<file path="config.mk">
export PLATFORM = sky130hd
export DESIGN_NAME = lpht_front
export DESIGN_NICKNAME = d
export VERILOG_FILES = /design/src/lpht_pkg.sv /design/src/lpht_front.sv
export SDC_FILE = /design/constraint.sdc
export NUM_CORES = 1
export LEC_CHECK = 0
export BUFFER_PORTS_ARGS = -buffer_cell sky130_fd_sc_hd__buf_2
export CORE_UTILIZATION = 51
export DETAILED_ROUTE_END_ITERATION = 12
export PLACE_DENSITY = 0.95
export SLEW_MARGIN = 20
export SYNTH_ARGS = -nofsm -noshare
export SYNTH_HDL_FRONTEND = slang
export SYNTH_SLANG_ARGS = --single-unit
</file>
<file path="constraint.sdc">
create_clock -name i_clk -period 9.5 [get_ports i_clk]
set_input_delay 0 -clock i_clk [delete_from_list [all_inputs] [get_ports i_clk]]
set_output_delay 0 -clock i_clk [all_outputs]
set_load 0.01 [all_outputs]
</file>
<file path="src/lpht_pkg.sv">
// Package for the linear probing hash table: payload types, codes, FNV constants.
// Used by every module in src. No dependencies.
package lpht_pkg;

    localparam int TableDepth = 256;
    localparam int SlotBits   = $clog2(TableDepth);
    localparam int CountBits  = 9;
    localparam int ValueBits  = 32;
    localparam int KeyBits    = 64;
    localparam int QueueDepth = 2;

    localparam logic [31:0] FnvBasis = 32'd2166136261;
    localparam logic [31:0] FnvMult  = 32'd16777619;

    typedef enum logic [1:0] {
        ACT_INSERT = 2'd0,
        ACT_GET    = 2'd1,
        ACT_DELETE = 2'd2,
        ACT_NONE   = 2'd3
    } t_action;

    typedef enum logic [1:0] {
        MARK_EMPTY = 2'd0,
        MARK_LIVE  = 2'd1,
        MARK_TOMB  = 2'd2,
        MARK_UNUSED = 2'd3
    } t_mark;

    typedef struct packed {
        logic [1:0]  action;
        logic [63:0] key;
        logic [31:0] value;
    } t_in_beat;

    typedef struct packed {
        logic        status;
        logic [31:0] value_out;
        logic [8:0]  occupancy;
    } t_out_beat;

    // Work handed from the front (hash) to the back (probe).
    typedef struct packed {
        t_action             action;
        logic [KeyBits-1:0]  key_masked;
        logic [KeyBits-1:0]  key_mask;
        logic [ValueBits-1:0] value;
        logic [SlotBits-1:0] home;
    } t_job;

    typedef enum logic [1:0] {
        FS_IDLE,
        FS_HASH,
        FS_PUSH
    } t_front_state;

    typedef enum logic [2:0] {
        BS_IDLE,
        BS_READ,
        BS_CHECK,
        BS_DONE,
        BS_CLEAR
    } t_back_state;

endpackage

</file>
<file path="src/lpht_front.sv">
// Front part: accepts input beats, clamps key width, hashes with FNV-1a a byte a cycle.
// Depends on lpht_pkg.
module lpht_front (
    input  logic               i_clk,
    input  logic               i_rst_n,
    input  logic               i_valid,
    output logic               o_stall,
    input  lpht_pkg::t_in_beat i_beat,
    input  logic [3:0]         i_key_bytes,
    output logic               o_push,
    output lpht_pkg::t_job     o_job,
    input  logic               i_full
);
    import lpht_pkg::*;

    t_front_state r_state, n_state;
    t_in_beat     r_beat;
    logic [3:0]   r_nbytes;
    logic [2:0]   r_idx;
    logic [31:0]  r_hash, n_hash;
    logic [3:0]   w_eff;
    logic [63:0]  w_mask;
    logic [7:0]   w_byte;

    always_comb begin
        if (i_key_bytes == 4'd0) begin
            w_eff = 4'd1;
        end else if (i_key_bytes > 4'd8) begin
            w_eff = 4'd8;
        end else begin
            w_eff = i_key_bytes;
        end
    end

    always_comb begin
        for (int b = 0; b < 8; b++) begin
            w_mask[b*8 +: 8] = (4'(b) < r_nbytes) ? 8'hFF : 8'h00;
        end
    end

    assign w_byte = r_beat.key[{r_idx, 3'b000} +: 8];
    assign n_hash = (r_hash ^ {24'd0, w_byte}) * FnvMult;

    always_ff @(posedge i_clk) begin
        if (!i_rst_n) begin
            r_state <= FS_IDLE;
        end else begin
            r_state <= n_state;
        end
    end

    always_ff @(posedge i_clk) begin
        if (r_state == FS_IDLE && i_valid) begin
            r_beat   <= i_beat;
            r_nbytes <= w_eff;
            r_idx    <= 3'd0;
            r_hash   <= FnvBasis;
        end else if (r_state == FS_HASH) begin
            r_hash <= n_hash;
            r_idx  <= r_idx + 3'd1;
        end
    end

    always_comb begin
        n_state = r_state;
        o_stall = 1'b1;
        o_push  = 1'b0;
        unique case (r_state)
            FS_IDLE: begin
                o_stall = 1'b0;
                if (i_valid) begin
                    n_state = FS_HASH;
                end
            end
            FS_HASH: begin
                if ({1'b0, r_idx} + 4'd1 == r_nbytes) begin
                    n_state = FS_PUSH;
                end
            end
            FS_PUSH: begin
                if (!i_full) begin
                    o_push  = 1'b1;
                    n_state = FS_IDLE;
                end
            end
            default: n_state = FS_IDLE;
        endcase
    end

    assign o_job.action     = t_action'(r_beat.action);
    assign o_job.key_mask   = w_mask;
    assign o_job.key_masked = r_beat.key & w_mask;
    assign o_job.value      = r_beat.value;
    assign o_job.home       = r_hash[SlotBits-1:0];

endmodule

</file>
---- Word level (Yosys, flattened, before mapping) ----
Cells that the tools add are included.
cells by class
  add/sub/neg operators ................... 2
  multiply operators ...................... 1
  divide/modulo/power cells ............... 0
  $lt $le $gt $ge ......................... 9
  equality and inequality tests ........... 6
  shift-type cells ........................ 1
  muxes and demuxes ....................... 16
  bitwise logic cells ..................... 2
  reduce and logical (&&, ||, !) cells .... 5
operators by type and width
  cell                    number
  $and 64x64->64          1
  $mux 8                  8
  $shiftx 64x7->8         1
  $mul 32x25->32 const B  1
  $xor 32x8->32           1
  $lt 3x4->1 const A      4
  $lt 1x4->1 const A      2
  $lt 2x4->1 const A      2
  $mux 2                  3
  $pmux 2 s3              1
  $add 3x1->4 const B     1
  $eq 4x4->1              1
  $gt 4x4->1 const B      1
  $logic_not 4->1         1
  $mux 4                  1
  $ne 2x2->1 const B      2
  $add 3x1->3 const B     1
  $mux 1                  3
  $reduce_and 3->1        1
  $eq 2x1->1 const B      1
  $eq 2x2->1 const B      1
  $logic_not 2->1         1
  $ne 2x1->1 const B      1
  $reduce_or 2->1         1
  $logic_and 1x1->1       1
storage, ports and cells
  register bits ........................... 139
  bits in latches ......................... 0
  RAM bits ................................ 0
  ROM bits ................................ 0
  input bits .............................. 106
  output and inout port bits .............. 172
  word-level logic and storage cells ...... 50
  memories ................................ 0

---- Depth between registers and ports, before layout ----
  depth after elaboration ................. 4
  gate-level depth with buffers ........... 17
  gate-level depth less buffers ........... 15

---- Worst setup path before layout ----
Ideal clock, no wire load.
  path type ............................... register to register
  start ................................... register r_state[1]
  end ..................................... register r_beat, in the netlist o_job[10], enable pin
  library setup time ...................... 0.566 ns
  arrival ................................. 4.984 ns
  required time ........................... 8.934 ns
  slack ................................... 3.950 ns
  stages on the path, launching flop included .. 3
  buffers on the path ..................... 0
  period minus slack after synthesis ...... 5.550 ns
  cells stage by stage .................... dfxtp_1 > or2_2 > nor2_1
between the ends
  longest elaborated chain between the ends .. 2
ends and longest elaborated chain
  what                      line              RTL
  start: declaration        lpht_front.sv:16  t_front_state r_state, n_state;
  start signal: assignment  lpht_front.sv:48  r_state <= n_state;
  $logic_not 2->1           lpht_front.sv:53  if (r_state == FS_IDLE && i_valid) begin
  $logic_and 1x1->1         lpht_front.sv:53
  end signal: assignment    lpht_front.sv:54  r_beat <= i_beat;
  end: declaration          lpht_front.sv:17  t_in_beat r_beat;
No other way between the ends.
A chain may end at the register's enable or synchronous reset.

---- Final worst setup path ----
  start ................................... register r_idx[0]
  end ..................................... register r_hash[7]
between the ends
  longest elaborated chain between the ends .. 3
ends and longest elaborated chain
  what                      line              RTL
  start: declaration        lpht_front.sv:19  logic [2:0] r_idx;
  start signal: assignment  lpht_front.sv:60  r_idx <= r_idx + 3'd1;
  $shiftx 64x7->8           lpht_front.sv:41  assign w_byte = r_beat.key[{r_idx, 3'b000} +: 8];
  $xor 32x8->32             lpht_front.sv:42  assign n_hash = (r_hash ^ {24'd0, w_byte}) * FnvMult;
  $mul 32x25->32            lpht_front.sv:42
  end signal: assignment    lpht_front.sv:57  r_hash <= FnvBasis;
  end signal: assignment    lpht_front.sv:59  r_hash <= n_hash;
  end: declaration          lpht_front.sv:20  logic [31:0] r_hash, n_hash;
No other way between the ends.

==> results.md <==
* Leading area contributor after synthesis: edfxtp_1
* Clock sink count at 115
* Share of the synthesized area in the top cell type at 0.5220
* R2r startpoint: r_idx[0]
* Largest net degree at the start of global routing at 58
* Critical path buffers and inverters at 0
* Antenna-violating nets left at 0
* CP max stage delay at 990 ps
* Final HPWL DP at 11.45 mm
* I/O Buffers at 277
* Synth-to-Final Area Change at 42.62%
* WP data required at 9800 ps
* EDFF count, synth at 102
* Fmax at 0.2068 GHz
* Max Transition Viols Final at 0
* First DRT Iteration DRCs at 569
* Synthesized area at 5868 µm²
* Global-route wire length before repair at 30.86 mm
* Worst path depth at 13
* Worst VDD drop at 0.0002098 V
* Yosys warns at 0
* Ports at 278
* Clock root buffer: clkbuf_16
* Syn Inst Count at 427
* GPL Wtd Cong at 0.8599
* Worst r2r path cells at 13
* CP endpoint: r_hash[7]
* Critical Path AT at 5140 ps
* Synth Register Bits at 115
* Resized cells post-CTS at 0
* RSZ-0062 raised after global routing: no
* DRC at 0
* Avg Cell Area, Syn at 13.74 µm²
* Wire length per cell at 24.95 µm
* Later-pin clock latency in the skew report at 420 ps
* Main flop type after synthesis: edfxtp_1
* Core Util, Final at 0.7587
* Initial antenna violation count at 1
* TNS Setup at 0 ps
* CTS Buf Count at 17
* Tmin final at 4837 ps
* Most frequent cells in the layout: buf_2, dlygate4sd3_1, edfxtp_1, nor2b_1, and2_1
* Diodes inserted at 0
* Cell Chain, Critical Path: mux4_2 > mux2i_1 > xnor2_1 > ha_1 > ha_1 > ha_1 > ha_1 > ha_1 > ha_1 > a21oi_1 > xnor3_1 > xnor3_1 > o22a_1
* Critical path origin: r_idx[0]
* Vias in the first global route at 4894
* Hold WC Path Type: primary input to flop
* Drt pass-1 iters at 5
* Worst-path maximum fanout at 20
* Vias per Instance at 5.689
* Pwr Density at 291.0 nW/µm²
* Initial Util at 0.5320
* DIE AREA at 11940 µm²
* Critical Path Sink Type: flop
* Global Route Usage Sum at 0.3741
* Outcome: finished clean
* Total wire length at 21.98 mm
* Final worst path period share at 0.5091
* Chip height at 109.3 µm
* Worst slew margin at 0.2472
* Overall power at 2.435 mW
* Commonest non-fill, non-tap cell in the layout: buf_2
* Most common cell on crit path: ha_1
* Core area at 11030 µm²
* Layout Nets at 858
* Slowest-stage cell, CP: dfxtp_1
* Async SR Flop Fraction at 0
* Fin Clk Skew at 15.49 ps
* Setup slack, reg-to-reg at 4660 ps
* Syn Nets at 556
* Worst-path clk slew at 50 ps
* Dominant cells by area after synthesis: edfxtp_1, buf_4, ha_1
* Worst path top cell family by delay: adder cells
* Netlist cell types at 38
* Total grt overflow at 0
* Reg2reg end: r_hash[7]
* Max Cap Viol at 0
* Final hold violation count at 0
* Num rows at 38
* CTS tree: done
* H-Tree Level Count at 4
* Worst-Margin Slew at 1125 ps
* Share of cells above drive strength 1 at 0.4440
* CP Launch Type: flop
* Sequential element share of the synthesized area at 0.5663
* Die Wd at 109.3 µm
* Final setup fails at 0
* Via count at 5012
* CTS max path bufs at 2
* CP Class: flop to flop
* Lkg Pwr at 3.672 nW
[metrics by stage]
stage	setup WS [ps]	std cells	hold slack [ps]	instance area, µm²
after floorplan	3950	427	49.48	5868
after global placement	5154	744	176.4	6705
after detailed placement	4958	744	178.1	6711
after CTS	4948	881	108.0	8369
after global routing	4564	881	177.7	8369
final	4663	881	117.3	8369
[sequential cells by signal, indices dropped and copies added, names as in the netlist]
signal    count
r_idx         3
r_hash        8
r_nbytes      4
o_job        34
r_state       2
r_beat       64
[how the worst min path moves through the flow]
stage | start | end | cells after the start
2_1_floorplan | i_full | o_push | 1
3_3_place_gp | i_beat[44] | r_beat[44] | 1
3_5_place_dp | i_beat[49] | r_beat[49] | 1
4_1_cts | i_valid | r_hash[6] | 5
5_1_grt | i_valid | r_hash[6] | 5
6_report | i_valid | r_hash[6] | 5
[cell usage after synthesis (4+ instances only)]
master and instances:
a21oi_1 8, and2_1 32, buf_4 91, clkbuf_1 6, dfxtp_1 13, edfxtp_1 102, ha_1 22, inv_1 10
mux2i_1 17, mux4_2 11, nand2_1 8, nor2_1 10, nor2b_1 36, nor3b_1 4, xnor2_1 13, xor2_1 4
[worst register-to-register path, delay by kind of cell (launching register included)]
family / cells / cell delay [ps]
XOR/XNOR: 3 / 640
multiplexers: 2 / 890
flip-flops: 1 / 990
AO/OA/AOI/OAI: 2 / 430
adder cells (fa/ha/maj): 6 / 1780
[routing by layer]
layer,part of all wire,GRT usage
met4,0.053,0.1714
met2,0.49,0.6312
met3,0.12,0.09504
met5,0,0
met1,0.34,0.4501
[cell families after synthesis]
logic type      after synthesis  synth area share
flops                       115            0.5663
compound gates               21           0.02431
buf+inv                     113            0.1352
fa+ha+maj                    23           0.05032
simple gates                103            0.1058
mux                          30           0.07569
xor+xnor                     22           0.04243
[report_power, final]
group	leakage (nW)	switching, mW	internal, mW
Combinational	2.30	0.554	0.510
Clock	0.291	0.241	0.434
Sequential	1.08	0.0744	0.623
Total	3.67	0.869	1.57
[cell type report]
class	count	area (µm²)
flip-flops and latches	115	3324
fillers	587	2661
repair buffers	386	2470
multi-input cells	199	1765
clock buffers	19	432.9
well taps	140	175.2
clock inverters	12	163.9
inverters	10	37.54
[what timing repair did]
action                     4_1_cts  5_1_grt
hold buffers                   106        0
hold endpoints to repair       104        0
setup endpoints to repair        0        0
buffers inserted                 0        0
Power figures use the tool's default switching activity.
