File: src/lpht_pkg.sv
// Package for the linear probing hash table: payload types, codes, FNV constants.
// Used by every module in src. No dependencies.
package lpht_pkg;

    localparam int TableDepth = 256;
    localparam int SlotBits   = $clog2(TableDepth);
    localparam int CountBits  = 9;
    localparam int ValueBits  = 32;
    localparam int KeyBits    = 64;
    localparam int QueueDepth = 2;

    localparam logic [31:0] FnvBasis = 32'd2166136261;
    localparam logic [31:0] FnvMult  = 32'd16777619;

    typedef enum logic [1:0] {
        ACT_INSERT = 2'd0,
        ACT_GET    = 2'd1,
        ACT_DELETE = 2'd2,
        ACT_NONE   = 2'd3
    } t_action;

    typedef enum logic [1:0] {
        MARK_EMPTY = 2'd0,
        MARK_LIVE  = 2'd1,
        MARK_TOMB  = 2'd2,
        MARK_UNUSED = 2'd3
    } t_mark;

    typedef struct packed {
        logic [1:0]  action;
        logic [63:0] key;
        logic [31:0] value;
    } t_in_beat;

    typedef struct packed {
        logic        status;
        logic [31:0] value_out;
        logic [8:0]  occupancy;
    } t_out_beat;

    // Work handed from the front (hash) to the back (probe).
    typedef struct packed {
        t_action             action;
        logic [KeyBits-1:0]  key_masked;
        logic [KeyBits-1:0]  key_mask;
        logic [ValueBits-1:0] value;
        logic [SlotBits-1:0] home;
    } t_job;

    typedef enum logic [1:0] {
        FS_IDLE,
        FS_HASH,
        FS_PUSH
    } t_front_state;

    typedef enum logic [2:0] {
        BS_IDLE,
        BS_READ,
        BS_CHECK,
        BS_DONE,
        BS_CLEAR
    } t_back_state;

endpackage

File: src/lpht_queue.sv
// Short job queue between the hash front and the probe back.
// Depends on lpht_pkg.
module lpht_queue (
    input  logic            i_clk,
    input  logic            i_rst_n,
    input  logic            i_push,
    input  lpht_pkg::t_job  i_job,
    output logic            o_full,
    input  logic            i_pop,
    output logic            o_empty,
    output lpht_pkg::t_job  o_job
);
    import lpht_pkg::*;

    localparam int PtrBits = $clog2(QueueDepth);

    t_job               r_mem [QueueDepth];
    logic [PtrBits-1:0] r_wr, r_rd;
    logic [PtrBits:0]   r_cnt;

    assign o_full  = (r_cnt == (PtrBits+1)'(QueueDepth));
    assign o_empty = (r_cnt == '0);
    assign o_job   = r_mem[r_rd];

    always_ff @(posedge i_clk) begin
        if (!i_rst_n) begin
            r_wr  <= '0;
            r_rd  <= '0;
            r_cnt <= '0;
        end else begin
            if (i_push) begin
                r_wr <= r_wr + 1'b1;
            end
            if (i_pop) begin
                r_rd <= r_rd + 1'b1;
            end
            if (i_push && !i_pop) begin
                r_cnt <= r_cnt + 1'b1;
            end else if (i_pop && !i_push) begin
                r_cnt <= r_cnt - 1'b1;
            end
        end
    end

    always_ff @(posedge i_clk) begin
        if (i_push) begin
            r_mem[r_wr] <= i_job;
        end
    end

endmodule

File: config.mk
export PLATFORM = sky130hd
export DESIGN_NAME = lpht_queue
export DESIGN_NICKNAME = d
export VERILOG_FILES = /design/src/lpht_pkg.sv /design/src/lpht_queue.sv
export SDC_FILE = /design/constraint.sdc
export NUM_CORES = 1
export LEC_CHECK = 0
export ABC_AREA = 1
export BUFFER_PORTS_ARGS = -buffer_cell sky130_fd_sc_hd__buf_2
export CORE_ASPECT_RATIO = 1.1
export CORE_MARGIN = 2
export CORE_UTILIZATION = 30
export CTS_BUF_LIST = sky130_fd_sc_hd__clkbuf_2 sky130_fd_sc_hd__clkbuf_4 sky130_fd_sc_hd__clkbuf_8
export CTS_CLUSTER_SIZE = 20
export DETAILED_ROUTE_END_ITERATION = 10
export HOLD_SLACK_MARGIN = 0.12
export PLACE_DENSITY_LB_ADDON = 0.05
export SLEW_MARGIN = 30
export SYNTH_ARGS = -nofsm -noshare
export SYNTH_HDL_FRONTEND = slang
export SYNTH_SLANG_ARGS = --single-unit
File: constraint.sdc
create_clock -name i_clk -period 8.9 [get_ports i_clk]
set_input_delay 1.78 -clock i_clk [delete_from_list [all_inputs] [get_ports i_clk]]
set_output_delay 1.78 -clock i_clk [all_outputs]
set_load 0.02 [all_outputs]
Word level (Yosys, flattened, before mapping) --
Memories as Yosys holds them, arrays and structs flattened. A register that Yosys moved wholly into a read port is not among the register bits. Index checks and enable logic that the tools add are counted.
Storage, ports and cells: word-level logic and storage cells 21, memory bits (writable) 340, bits in latches 0, memories kept 1, register bits after elaboration 4, memory bits (read-only) 0
Cells by class: bitwise logic cells 0, equal/unequal tests 1, div/mod/pow operators 0, add/sub/neg operators 4, shift operators 0, multiply operators 0, reduce and logical (&&, ||, !) cells 6, muxes and demuxes 6, magnitude comparators 0
Memory list:
- r_mem | depth 2, bits a word 170, rd ports 1, clocked after memory_dff 1, write ports 1, line lpht_queue.sv:17 | t_job r_mem [QueueDepth];
Operator list (count):
- 1-bit 2-to-1 mux | 4
- 2-bit 2-to-1 mux | 2
- 1-bit adder, second input constant | 2
- 2-bit by 1-bit adder with 2-bit output, second input constant | 1
- 2-bit == test, second input constant | 1
- 1-bit logical AND | 2
- 1-bit logical NOT | 2
- 2-bit logical NOT | 1
- 2-bit nonzero test | 1
- 2-bit by 1-bit subtractor with 2-bit output, second input constant | 1

Logic depth before layout (Yosys ltp) --
Gate-level depths: netlist of the first run.
word-level depth 4, mapped depth 8

Worst setup path before layout of the first run --
OpenSTA, ideal clock, no wires.
path type input to register, start in i_push, end mem r_mem[0][0] (netlist name) (enable), library setup time 707 ps, arrival time 8926 ps, data required time 8193 ps, path slack -733 ps, buffers on the path 0, stages on the path 2, cell sequence inv_1 > nor2_1
Between the ends: word-level cells in the longest chain between the ends 2
RTL lines:
- start, declared | line lpht_queue.sv:6 | input logic i_push,
- 1-bit 2-to-1 mux | line lpht_queue.sv:46 | if (i_push) begin
- 1-bit 2-to-1 mux (not written as such) | line lpht_queue.sv:47 | r_mem[r_wr] <= i_job;
- end, declared | line lpht_queue.sv:17
No other way between the ends.

==> results.sh, run 1 <==
export IMPL_outcome="completed"
export IMPL_hold_viol=0
export IMPL_vias_per_cell=4.20
export IMPL_reg2regPathDepth=3
export IMPL_clock_insertion_delay_at_the_later_pin_of_the_skew_report_ns=0.63
export IMPL_largest_net_degree_at_the_start_of_global_routing=97
export IMPL_cell_count_after_synthesis=564
export IMPL_slew_headroom=0.395
export IMPL_min_path_type="register to register"
export IMPL_drt_first_pass_iters=4
export IMPL_area_of_the_core_sq_um=42400
export IMPL_setup_viol_count_final=0
export IMPL_synthesis_nets=739
export IMPL_synthesis_warnings=0
export IMPL_cp_max_fo=96
export IMPL_cp_num_buf_inv=2
export IMPL_capture_endpoint_of_the_worst_hold_path="r_rd"
export IMPL_final_count_of_pins_violating_max_slew=0
export IMPL_nets=1134
export IMPL_synth_xor_xnor_area_share=0
export IMPL_floorplan_die_area_sq_um=44700
export IMPL_period_share=0.477
export IMPL_r2r_slack_ns=6.56
export IMPL_rsz_0062_raised_after_global_routing="false"
export IMPL_ioPinCount=346
export IMPL_num_vias=6583
export IMPL_post_route_drc_count=0
export IMPL_slowest_delay_ns=0.56
export IMPL_max_cap_violations=0
export IMPL_hold_path_startpoint="r_rd"
export IMPL_dpl_cell_count=1464
export IMPL_yosysUniqueCellTypes=14
export IMPL_net_switching_power_mw=0.871
export IMPL_gr_usage_all_layers=0.130
export IMPL_first_global_vias=6930
export IMPL_netSwitchingFraction=0.237
export IMPL_cts_sink_count=345
export IMPL_groute_layer_met3_usage=0.0624
export IMPL_power_density_nw_per_um2=224
export IMPL_fin_util=0.386
export IMPL_die_w_microns=202
export IMPL_power_frac_comb=0.113
export IMPL_global_route_overflow_total=0
export IMPL_cp_arrival_ns=2.47
export IMPL_gr_usage_met2=0.211
export IMPL_synth_simple_gate_area_share=0.00582
export IMPL_ctsHtreeMaxLevel=2
export IMPL_layout_min_cycle_time_ns=4.25
export IMPL_antenna_found_initial=10
export IMPL_setup_worst_path_end_class="primary output"
export IMPL_drive_above_1_share=0.610
export IMPL_p_leak_nw=6.33
export IMPL_fraction_of_power_consumed_by_the_clock_network=0.368
export IMPL_timing_critical_path_cells="buf_12 > mux2_2 > buf_2"
export IMPL_detailed_place_hpwl_microns=18600
export IMPL_p_int_mw=2.80
export IMPL_critical_path_class="register to primary output"
export IMPL_final_cells=1569
export IMPL_max_clock_freq_ghz=0.235
export IMPL_tightest_slew_ns=0.907
export IMPL_dominant_combinational_cell_family_by_area_after_synthesis="multiplexers"
export IMPL_synthAdderAreaFrac=0.000970
export IMPL_hold_depth=2
export IMPL_stdcell_area_sq_um=16400
export IMPL_timing_clock_skew_ns=0.0218
export IMPL_fin_tns_setup_ns=0
export IMPL_gp_congestion=0.671
export IMPL_postCtsSetupBuffers=0
export IMPL_antenna_violating_nets_post_route=0
export IMPL_r2r_end="r_mem[0][81]"
export IMPL_cts_tree="done"
export IMPL_synth_mux_area_fraction=0.178
export IMPL_critical_path_startpoint_type="register"
export IMPL_route_detailed_wl_per_inst_microns=18.8
export IMPL_cp_required_ns=7.12
export IMPL_cp_delay_by_family_top="buffers and inverters"
export IMPL_post_synth_instance_area_sq_um=12900
export IMPL_synth_compound_area_frac=0.000776
export IMPL_cts_buffer_depth=3
export IMPL_floorplan_initialDensity=0.304
export IMPL_postSynthRegisterBits=345
export IMPL_grt_first_pass_wirelength_microns=43200
export IMPL_detailed_place_area_sq_um=15300
export IMPL_detail_route_wirelength_microns=29400
export IMPL_ir_worst_vdd_mv=0.113
export IMPL_flow_area_growth_from_synthesis_pct=26.9
export IMPL_drt_initial_drc_count=260
export IMPL_critical_path_reg2reg_startpoint="r_wr"
export IMPL_globalRouteMet1Util=0.147
export IMPL_die_height_microns=221
export IMPL_cts_repair_resized=0
export IMPL_root_buffer="clkbuf_8"
export IMPL_sequential_fraction_of_design_power=0.519
export IMPL_syn_area_per_cell_sq_um=22.9
export IMPL_rows=79
export IMPL_synth_seq_area_share=0.799
export IMPL_postCtsHoldBufs=0
export IMPL_cts_buffers_inserted=60
export IMPL_clock_input_transition_at_the_sequential_cells_of_the_worst_setup_and_hold_paths_ns=0.06
export IMPL_worst_path_max_delay_cell="dfxtp_4"
export IMPL_most_congested_layer_reported_by_global_routing="met2"
export IMPL_port_buffers=345
[sequential cells by signal, indices dropped and copies added (netlist names), named ones only]
signal	cells
r_mem	340
r_cnt	2
r_wr	1
r_rd	1
[layout by cell type (no fill, tap or decap)]
cell type | Yosys | layout
buf_12 | 0 | 1
dfxtp_1 | 5 | 4
edfxtp_1 | 340 | 340
nor2_4 | 0 | 1
diode_2 | 0 | 2
clkinv_1 | 0 | 18
clkbuf_4 | 0 | 21
buf_6 | 12 | 4
clkbuf_8 | 0 | 61
dfxtp_4 | 0 | 1
buf_2 | 7 | 345
mux2_4 | 100 | 100
a21oi_1 | 1 | 1
mux2_2 | 70 | 70
ha_1 | 1 | 1
buf_4 | 0 | 2
inv_1 | 8 | 7
nand3_1 | 1 | 1
clkinv_2 | 0 | 2
bufinv_16 | 0 | 1
inv_6 | 0 | 1
nand2_1 | 8 | 8
nand4_1 | 1 | 1
o21ai_0 | 1 | 1
nor2_1 | 9 | 8
[kinds of logic (layout without fill, tap and decap cells)]
logic type / after synthesis / after routing
flip-flops: 345 / 345
AO/OA/AOI/OAI: 2 / 2
adder cells (fa/ha/maj): 1 / 1
buffers and inverters: 27 / 463
multiplexers: 170 / 170
AND/OR/NAND/NOR: 19 / 19
other: 0 / 2
[worst reg2reg max path, delay by kind of cell, from the launching register on]
family / cells / cell delay, ns
flops: 1 / 0.34
simple gates: 1 / 0.18
buf+inv: 2 / 1.39
[routing by layer]
metal	vias up	wire length (microns)
met1	3233	11600
met4	14	738
li1	3028	-
met2	234	14200
met3	74	2780
met5	-	88
[power groups by stage]
stage / Combinational (mW) / Sequential, mW / Clock [mW]
2_1_floorplan: 0.269 / 1.94 / 0
3_3_place_gp: 0.423 / 1.94 / 0
3_5_place_dp: 0.424 / 1.94 / 0
4_1_cts: 0.425 / 1.91 / 1.42
5_1_grt: 0.444 / 1.91 / 1.48
6_report: 0.413 / 1.91 / 1.35
[final cells by class]
class / instances / area [sq um]
multi-input cells: 192 / 2390
inverters: 8 / 35.0
well taps: 567 / 709
fillers: 4019 / 26000
flip-flops and latches: 345 / 10300
clock buffers: 82 / 997
repair buffers: 352 / 1810
diodes: 2 / 5.00
clock inverters: 21 / 108
[synth_stat cells]
master	count	area (sq um)
a21oi_1	1	5.00
buf_2	7	35.0
buf_6	12	135
dfxtp_1	5	100
edfxtp_1	340	10200
ha_1	1	12.5
inv_1	8	30.0
mux2_2	70	788
mux2_4	100	1500
nand2_1	8	30.0
nand3_1	1	5.00
nand4_1	1	6.26
nor2_1	9	33.8
o21ai_0	1	5.00
[through the flow]
step | hold WS [ns] | power [mW] | setup slack [ns]
2_1_floorplan | 0.463 | 2.21 | 2.24
3_3_place_gp | 0.486 | 2.36 | 4.87
3_5_place_dp | 0.496 | 2.36 | 4.86
4_1_cts | 0.511 | 3.76 | 4.52
5_1_grt | 0.553 | 3.84 | 4.48
6_report | 0.497 | 3.67 | 4.65
[how the worst max path moves through the flow]
| stage | start | end | slack, ns | depth (start not counted) |
|---|---|---|---|---|
| 2_1_floorplan | i_push | r_mem[0][0] | 2.24 | 2 |
| 3_3_place_gp | i_push | r_mem[0][79] | 4.87 | 5 |
| 3_5_place_dp | i_push | r_mem[0][79] | 4.86 | 5 |
| 4_1_cts | register | o_job[14] | 4.52 | 3 |
| 5_1_grt | register | o_job[14] | 4.48 | 3 |
| 6_report | register | o_job[167] | 4.65 | 3 |
Power figures use the tool's default switching activity.
==> run 2: changes to the inputs <==
==> constraint.sdc (replaced) <==
create_clock -name i_clk -period 3.5 [get_ports i_clk]
set_input_delay 0.7 -clock i_clk [delete_from_list [all_inputs] [get_ports i_clk]]
set_output_delay 0.7 -clock i_clk [all_outputs]
set_load 0.02 [all_outputs]
==> results.sh, run 2 (synthesized netlist as in run 1, its figures left out) <==
export IMPL_outcome="completed"
export IMPL_most_congested_layer_reported_by_global_routing="met2"
export IMPL_drt_initial_drc_count=244
export IMPL_min_path_type="primary input to register"
export IMPL_hold_viol=0
export IMPL_grt_first_pass_wirelength_microns=43300
export IMPL_drt_first_pass_iters=4
export IMPL_drive_above_1_share=0.621
export IMPL_cp_arrival_ns=2.24
export IMPL_stdcell_area_sq_um=16600
export IMPL_max_cap_violations=0
export IMPL_die_w_microns=202
export IMPL_layout_min_cycle_time_ns=2.94
export IMPL_largest_register_ffs=340
export IMPL_setup_viol_count_final=0
export IMPL_fin_util=0.392
export IMPL_critical_path_startpoint_type="register"
export IMPL_num_vias=6601
export IMPL_die_height_microns=221
export IMPL_global_route_overflow_total=0
export IMPL_vias_per_cell=4.15
export IMPL_port_buffers=345
export IMPL_antenna_violating_nets_post_route=0
export IMPL_final_count_of_pins_violating_max_slew=0
export IMPL_dpl_cell_count=1480
export IMPL_detail_route_wirelength_microns=29600
export IMPL_filler_cell_count=4005
export IMPL_detailed_place_area_sq_um=15500
export IMPL_flow_area_growth_from_synthesis_pct=29.0
export IMPL_cts_buffer_depth=3
export IMPL_cts_sink_count=345
export IMPL_total_power_mw=9.36
export IMPL_setup_worst_path_end_class="primary output"
export IMPL_postCtsSetupBuffers=0
export IMPL_antenna_found_initial=10
export IMPL_cts_buffers_inserted=59
export IMPL_floorplan_die_area_sq_um=44700
export IMPL_final_cells=1589
export IMPL_root_buffer="clkbuf_8"
export IMPL_clock_insertion_delay_at_the_later_pin_of_the_skew_report_ns=0.62
export IMPL_postCtsHoldBufs=0
export IMPL_groute_layer_met3_usage=0.0555
export IMPL_cts_tree="done"
export IMPL_post_route_drc_count=0
export IMPL_cp_required_ns=2.80
export IMPL_cts_repair_resized=0
export IMPL_timing_clock_skew_ns=0.00998
export IMPL_rows=79
export IMPL_slew_headroom=0.553
export IMPL_detailed_place_hpwl_microns=20500
export IMPL_first_global_vias=7137
export IMPL_timing_hold_ws_ns=0.266
export IMPL_gp_congestion=0.686
export IMPL_max_clock_freq_ghz=0.340
export IMPL_tightest_slew_ns=0.670
export IMPL_ir_worst_vdd_mv=0.328
export IMPL_p_leak_nw=6.44
export IMPL_gr_usage_met2=0.219
export IMPL_largest_net_degree_at_the_start_of_global_routing=71
export IMPL_power_density_nw_per_um2=563
export IMPL_route_detailed_wl_per_inst_microns=18.6
export IMPL_largestRegisters="r_mem x340, r_cnt x2"
export IMPL_cp_max_fo=30
export IMPL_ctsHtreeMaxLevel=2
export IMPL_layout_common_cells="buf_2, edfxtp_1, mux2_4"
export IMPL_rsz_0062_raised_after_global_routing="false"
export IMPL_gr_usage_all_layers=0.130
export IMPL_globalRouteMet1Util=0.142
export IMPL_clock_input_transition_at_the_sequential_cells_of_the_worst_setup_and_hold_paths_ns=0.06
export IMPL_top_register="r_mem"
export IMPL_nets=1149
export IMPL_period_share=0.840
export IMPL_floorplan_initialDensity=0.304
export IMPL_layout_commonest_cell="buf_2"
export IMPL_critical_path_class="register to primary output"
export IMPL_ioPinCount=346
export IMPL_area_of_the_core_sq_um=42400
[run 2: cell count changes in the layout (fill, tap and decap cells not counted), moves of 2 or more]
cell      previous run  this run
buf_4                2        13
buf_12               1        10
buf_6                4         0
diode_2              2         6
clkinv_1            18        15
clkinv_2             2         4
[run 2: worst paths after layout]
| path | startpoint | to | slack, ns | cells past startpoint |
|---|---|---|---|---|
| worst max-delay path | register | o_job[25] | 0.56 | 3 |
| worst min-delay path | i_job[32] | r_mem[0][32] | 0.27 | 1 |
| worst max register to register | r_wr | r_mem[1][164] | 1.74 | 3 |
| worst min register to register | r_rd | r_rd | 0.50 | 2 |
[run 2: area by class of cell]
cell class / count / area, sq um / share of cell area
clock buffer: 82 / 997 / 0.0600
sequential: 345 / 10300 / 0.620
clock inverter: 21 / 115 / 0.00692
inverter: 8 / 46.3 / 0.00278
tap: 567 / 709 / 0.0427
multi-input combinational: 192 / 2410 / 0.145
timing repair buffer: 368 / 2020 / 0.122
antenna: 6 / 15.0 / 0.000903
[run 2: worst max-delay path, cell delays in order, from the launching register on]
cell and delay [ns]:
dfxtp_4 0.71, buf_4 0.38, mux2_2 0.37, buf_2 0.17
[run 2: metrics by stage]
stage	TNS [ns]	setup WS, ns
floorplan	-51.18	-0.158
global placement	0	1.12
detailed placement	0	1.09
CTS	0	0.428
global route	0	0.413
finish	0	0.561
[run 2: power by group]
part | internal, mW | switching (mW) | leakage, nW
logic | 0.467 | 0.614 | 2.62
registers | 4.79 | 0.0634 | 3.23
clock network | 1.89 | 1.54 | 0.593
total | 7.15 | 2.22 | 6.44
[run 2: layer usage]
layer | wire length, microns | part of all wire | up-vias
li1 | - | - | 3069
met1 | 11300 | 0.38 | 3216
met2 | 14600 | 0.50 | 228
met3 | 2600 | 0.088 | 78
met4 | 921 | 0.031 | 10
met5 | 69 | 0.0023 | -
==> run 3: changes to the inputs <==
==> constraint.sdc (replaced) <==
create_clock -name i_clk -period 2.5 [get_ports i_clk]
set_input_delay 0.5 -clock i_clk [delete_from_list [all_inputs] [get_ports i_clk]]
set_output_delay 0.5 -clock i_clk [all_outputs]
set_load 0.02 [all_outputs]
==> results.sh, run 3 (synthesized netlist as in run 1, its figures left out) <==
export IMPL_outcome="completed"
export IMPL_detailed_place_hpwl_microns=19200
export IMPL_fin_tns_setup_ns=0
export IMPL_cp_num_buf_inv=3
export IMPL_detailed_place_area_sq_um=15500
export IMPL_critical_path_startpoint_type="register"
export IMPL_root_buffer="clkbuf_8"
export IMPL_dp_worst_slack_ns=0.617
export IMPL_fraction_of_power_consumed_by_the_clock_network=0.362
export IMPL_num_vias=7278
export IMPL_gr_usage_all_layers=0.136
export IMPL_cts_buffer_depth=3
export IMPL_top_register="r_mem"
export IMPL_ioPinCount=346
export IMPL_nets=1325
export IMPL_slowest_delay_ns=0.41
export IMPL_layout_common_cells="edfxtp_1, buf_2, dlygate4sd3_1"
export IMPL_setup_viol_count_final=0
export IMPL_cp_required_ns=2.00
export IMPL_final_count_of_pins_violating_max_slew=0
export IMPL_vias_per_cell=4.13
export IMPL_drt_initial_drc_count=236
export IMPL_ir_worst_vdd_mv=0.429
export IMPL_cp_max_fo=10
export IMPL_antenna_violating_nets_post_route=0
export IMPL_largestRegisters="r_mem x340, r_cnt x2"
export IMPL_largest_net_degree_at_the_start_of_global_routing=84
export IMPL_port_buffers=345
export IMPL_net_switching_power_mw=3.19
export IMPL_floorplan_die_area_sq_um=44700
export IMPL_slew_headroom=0.645
export IMPL_cp_delay_by_family_top="buffers and inverters"
export IMPL_stdcell_area_sq_um=18700
export IMPL_most_numerous_cell_on_the_critical_path="buf_12"
export IMPL_min_path_type="primary input to register"
export IMPL_power_frac_comb=0.137
export IMPL_setup_worst_path_end_class="primary output"
export IMPL_cp_arrival_ns=1.91
export IMPL_tightest_slew_ns=0.532
export IMPL_post_route_drc_count=0
export IMPL_route_detailed_wl_per_inst_microns=17.4
export IMPL_timing_final_ws_setup_ns=0.0917
export IMPL_antenna_found_initial=2
export IMPL_grt_first_pass_wirelength_microns=45700
export IMPL_rows=79
export IMPL_cts_buffers_inserted=59
export IMPL_critical_path_class="register to primary output"
export IMPL_worst_path_max_delay_cell="dfxtp_4"
export IMPL_critical_path_reg2reg_startpoint="r_wr"
export IMPL_area_of_the_core_sq_um=42400
export IMPL_hold_path_startpoint="i_push"
export IMPL_sequential_fraction_of_design_power=0.501
export IMPL_layout_min_cycle_time_ns=2.41
export IMPL_die_height_microns=221
export IMPL_max_cap_violations=0
export IMPL_p_leak_nw=7.28
export IMPL_p_int_mw=10.3
export IMPL_global_route_overflow_total=0
export IMPL_period_share=0.963
export IMPL_total_power_mw=13.5
export IMPL_clock_insertion_delay_at_the_later_pin_of_the_skew_report_ns=0.62
export IMPL_detail_route_wirelength_microns=30700
export IMPL_die_w_microns=202
export IMPL_timing_hold_ws_ns=0.280
export IMPL_timing_critical_path_cells="buf_12 > buf_12 > mux2_2 > buf_4"
export IMPL_first_global_vias=7847
export IMPL_layout_commonest_cell="edfxtp_1"
export IMPL_gp_congestion=0.704
export IMPL_clock_input_transition_at_the_sequential_cells_of_the_worst_setup_and_hold_paths_ns=0.05
export IMPL_hold_viol=0
export IMPL_timing_clock_skew_ns=0.00917
export IMPL_largest_register_ffs=340
export IMPL_max_clock_freq_ghz=0.415
export IMPL_ctsHtreeMaxLevel=2
export IMPL_drt_first_pass_iters=4
export IMPL_rsz_0062_raised_after_global_routing="true"
export IMPL_cts_tree="done"
export IMPL_netSwitchingFraction=0.236
export IMPL_cts_sink_count=345
export IMPL_flow_area_growth_from_synthesis_pct=44.6
export IMPL_power_density_nw_per_um2=725
export IMPL_drive_above_1_share=0.528
export IMPL_floorplan_initialDensity=0.304
## run 3: changes by cell type in the layout (fill, tap and decap cells not counted), moves of 3 or more
cell / previous run / this run
buf_12: 10 / 13
buf_16: 0 / 8
buf_2: 345 / 335
buf_4: 13 / 8
buf_6: 0 / 7
clkinv_1: 15 / 21
clkinv_2: 4 / 1
diode_2: 6 / 1
dlygate4sd3_1: 0 / 172
## run 3: worst paths after layout
kind,slack (ns),cells past startpoint,to
setup / recovery,0.09,4,o_job[19]
hold / removal,0.28,3,r_wr
setup reg to reg,0.97,3,r_mem[1][50]
hold reg to reg,0.50,2,register
## run 3: repair_timing
action / 4_1_cts / 5_1_grt
pin swaps: 0 / 0
cloned: 5 / 0
setup buffers: 4 / 2
hold endpoints to repair: 345 / 0
hold buffers: 172 / 0
gates resized for setup: 18 / 16
setup endpoints to repair: 150 / 64
## run 3: worst reg2reg max path, cell delays in order (launching register included)
cell and delay (ns):
dfxtp_1 0.49, nand2_8 0.08, clkinvlp_4 0.12, buf_12 0.39
## run 3: area by class of cell
class	count	area, sq um
repair buffers	544	4030
clock buffers	81	990
well taps	567	709
diodes	1	2.50
flip-flops and latches	345	10300
fillers	3893	23800
multi-input cells	192	2410
inverters	8	46.3
clock inverters	24	144
## run 3: metal layers
| metal | routed length, microns | GRT usage |
|---|---|---|
| met5 | 12 | 0 |
| met4 | 795 | 0.0491 |
| met3 | 2490 | 0.0554 |
| met1 | 12100 | 0.152 |
| met2 | 15300 | 0.232 |
## run 3: power groups by stage
stage | logic [mW] | registers, mW | clock network (mW)
after floorplan | 0.959 | 6.90 | 0
after global placement | 1.55 | 6.90 | 0
after detailed placement | 1.56 | 6.90 | 0
after CTS | 1.88 | 6.78 | 5.15
after global routing | 1.98 | 6.80 | 5.35
final | 1.85 | 6.78 | 4.90
## run 3: metrics by stage
stage | instances | utilization
6_report | 1762 | 0.440
5_1_grt | 1762 | 0.440
4_1_cts | 1759 | 0.438
3_3_place_gp | 1473 | 0.365
3_5_place_dp | 1473 | 0.365
2_1_floorplan | 564 | -
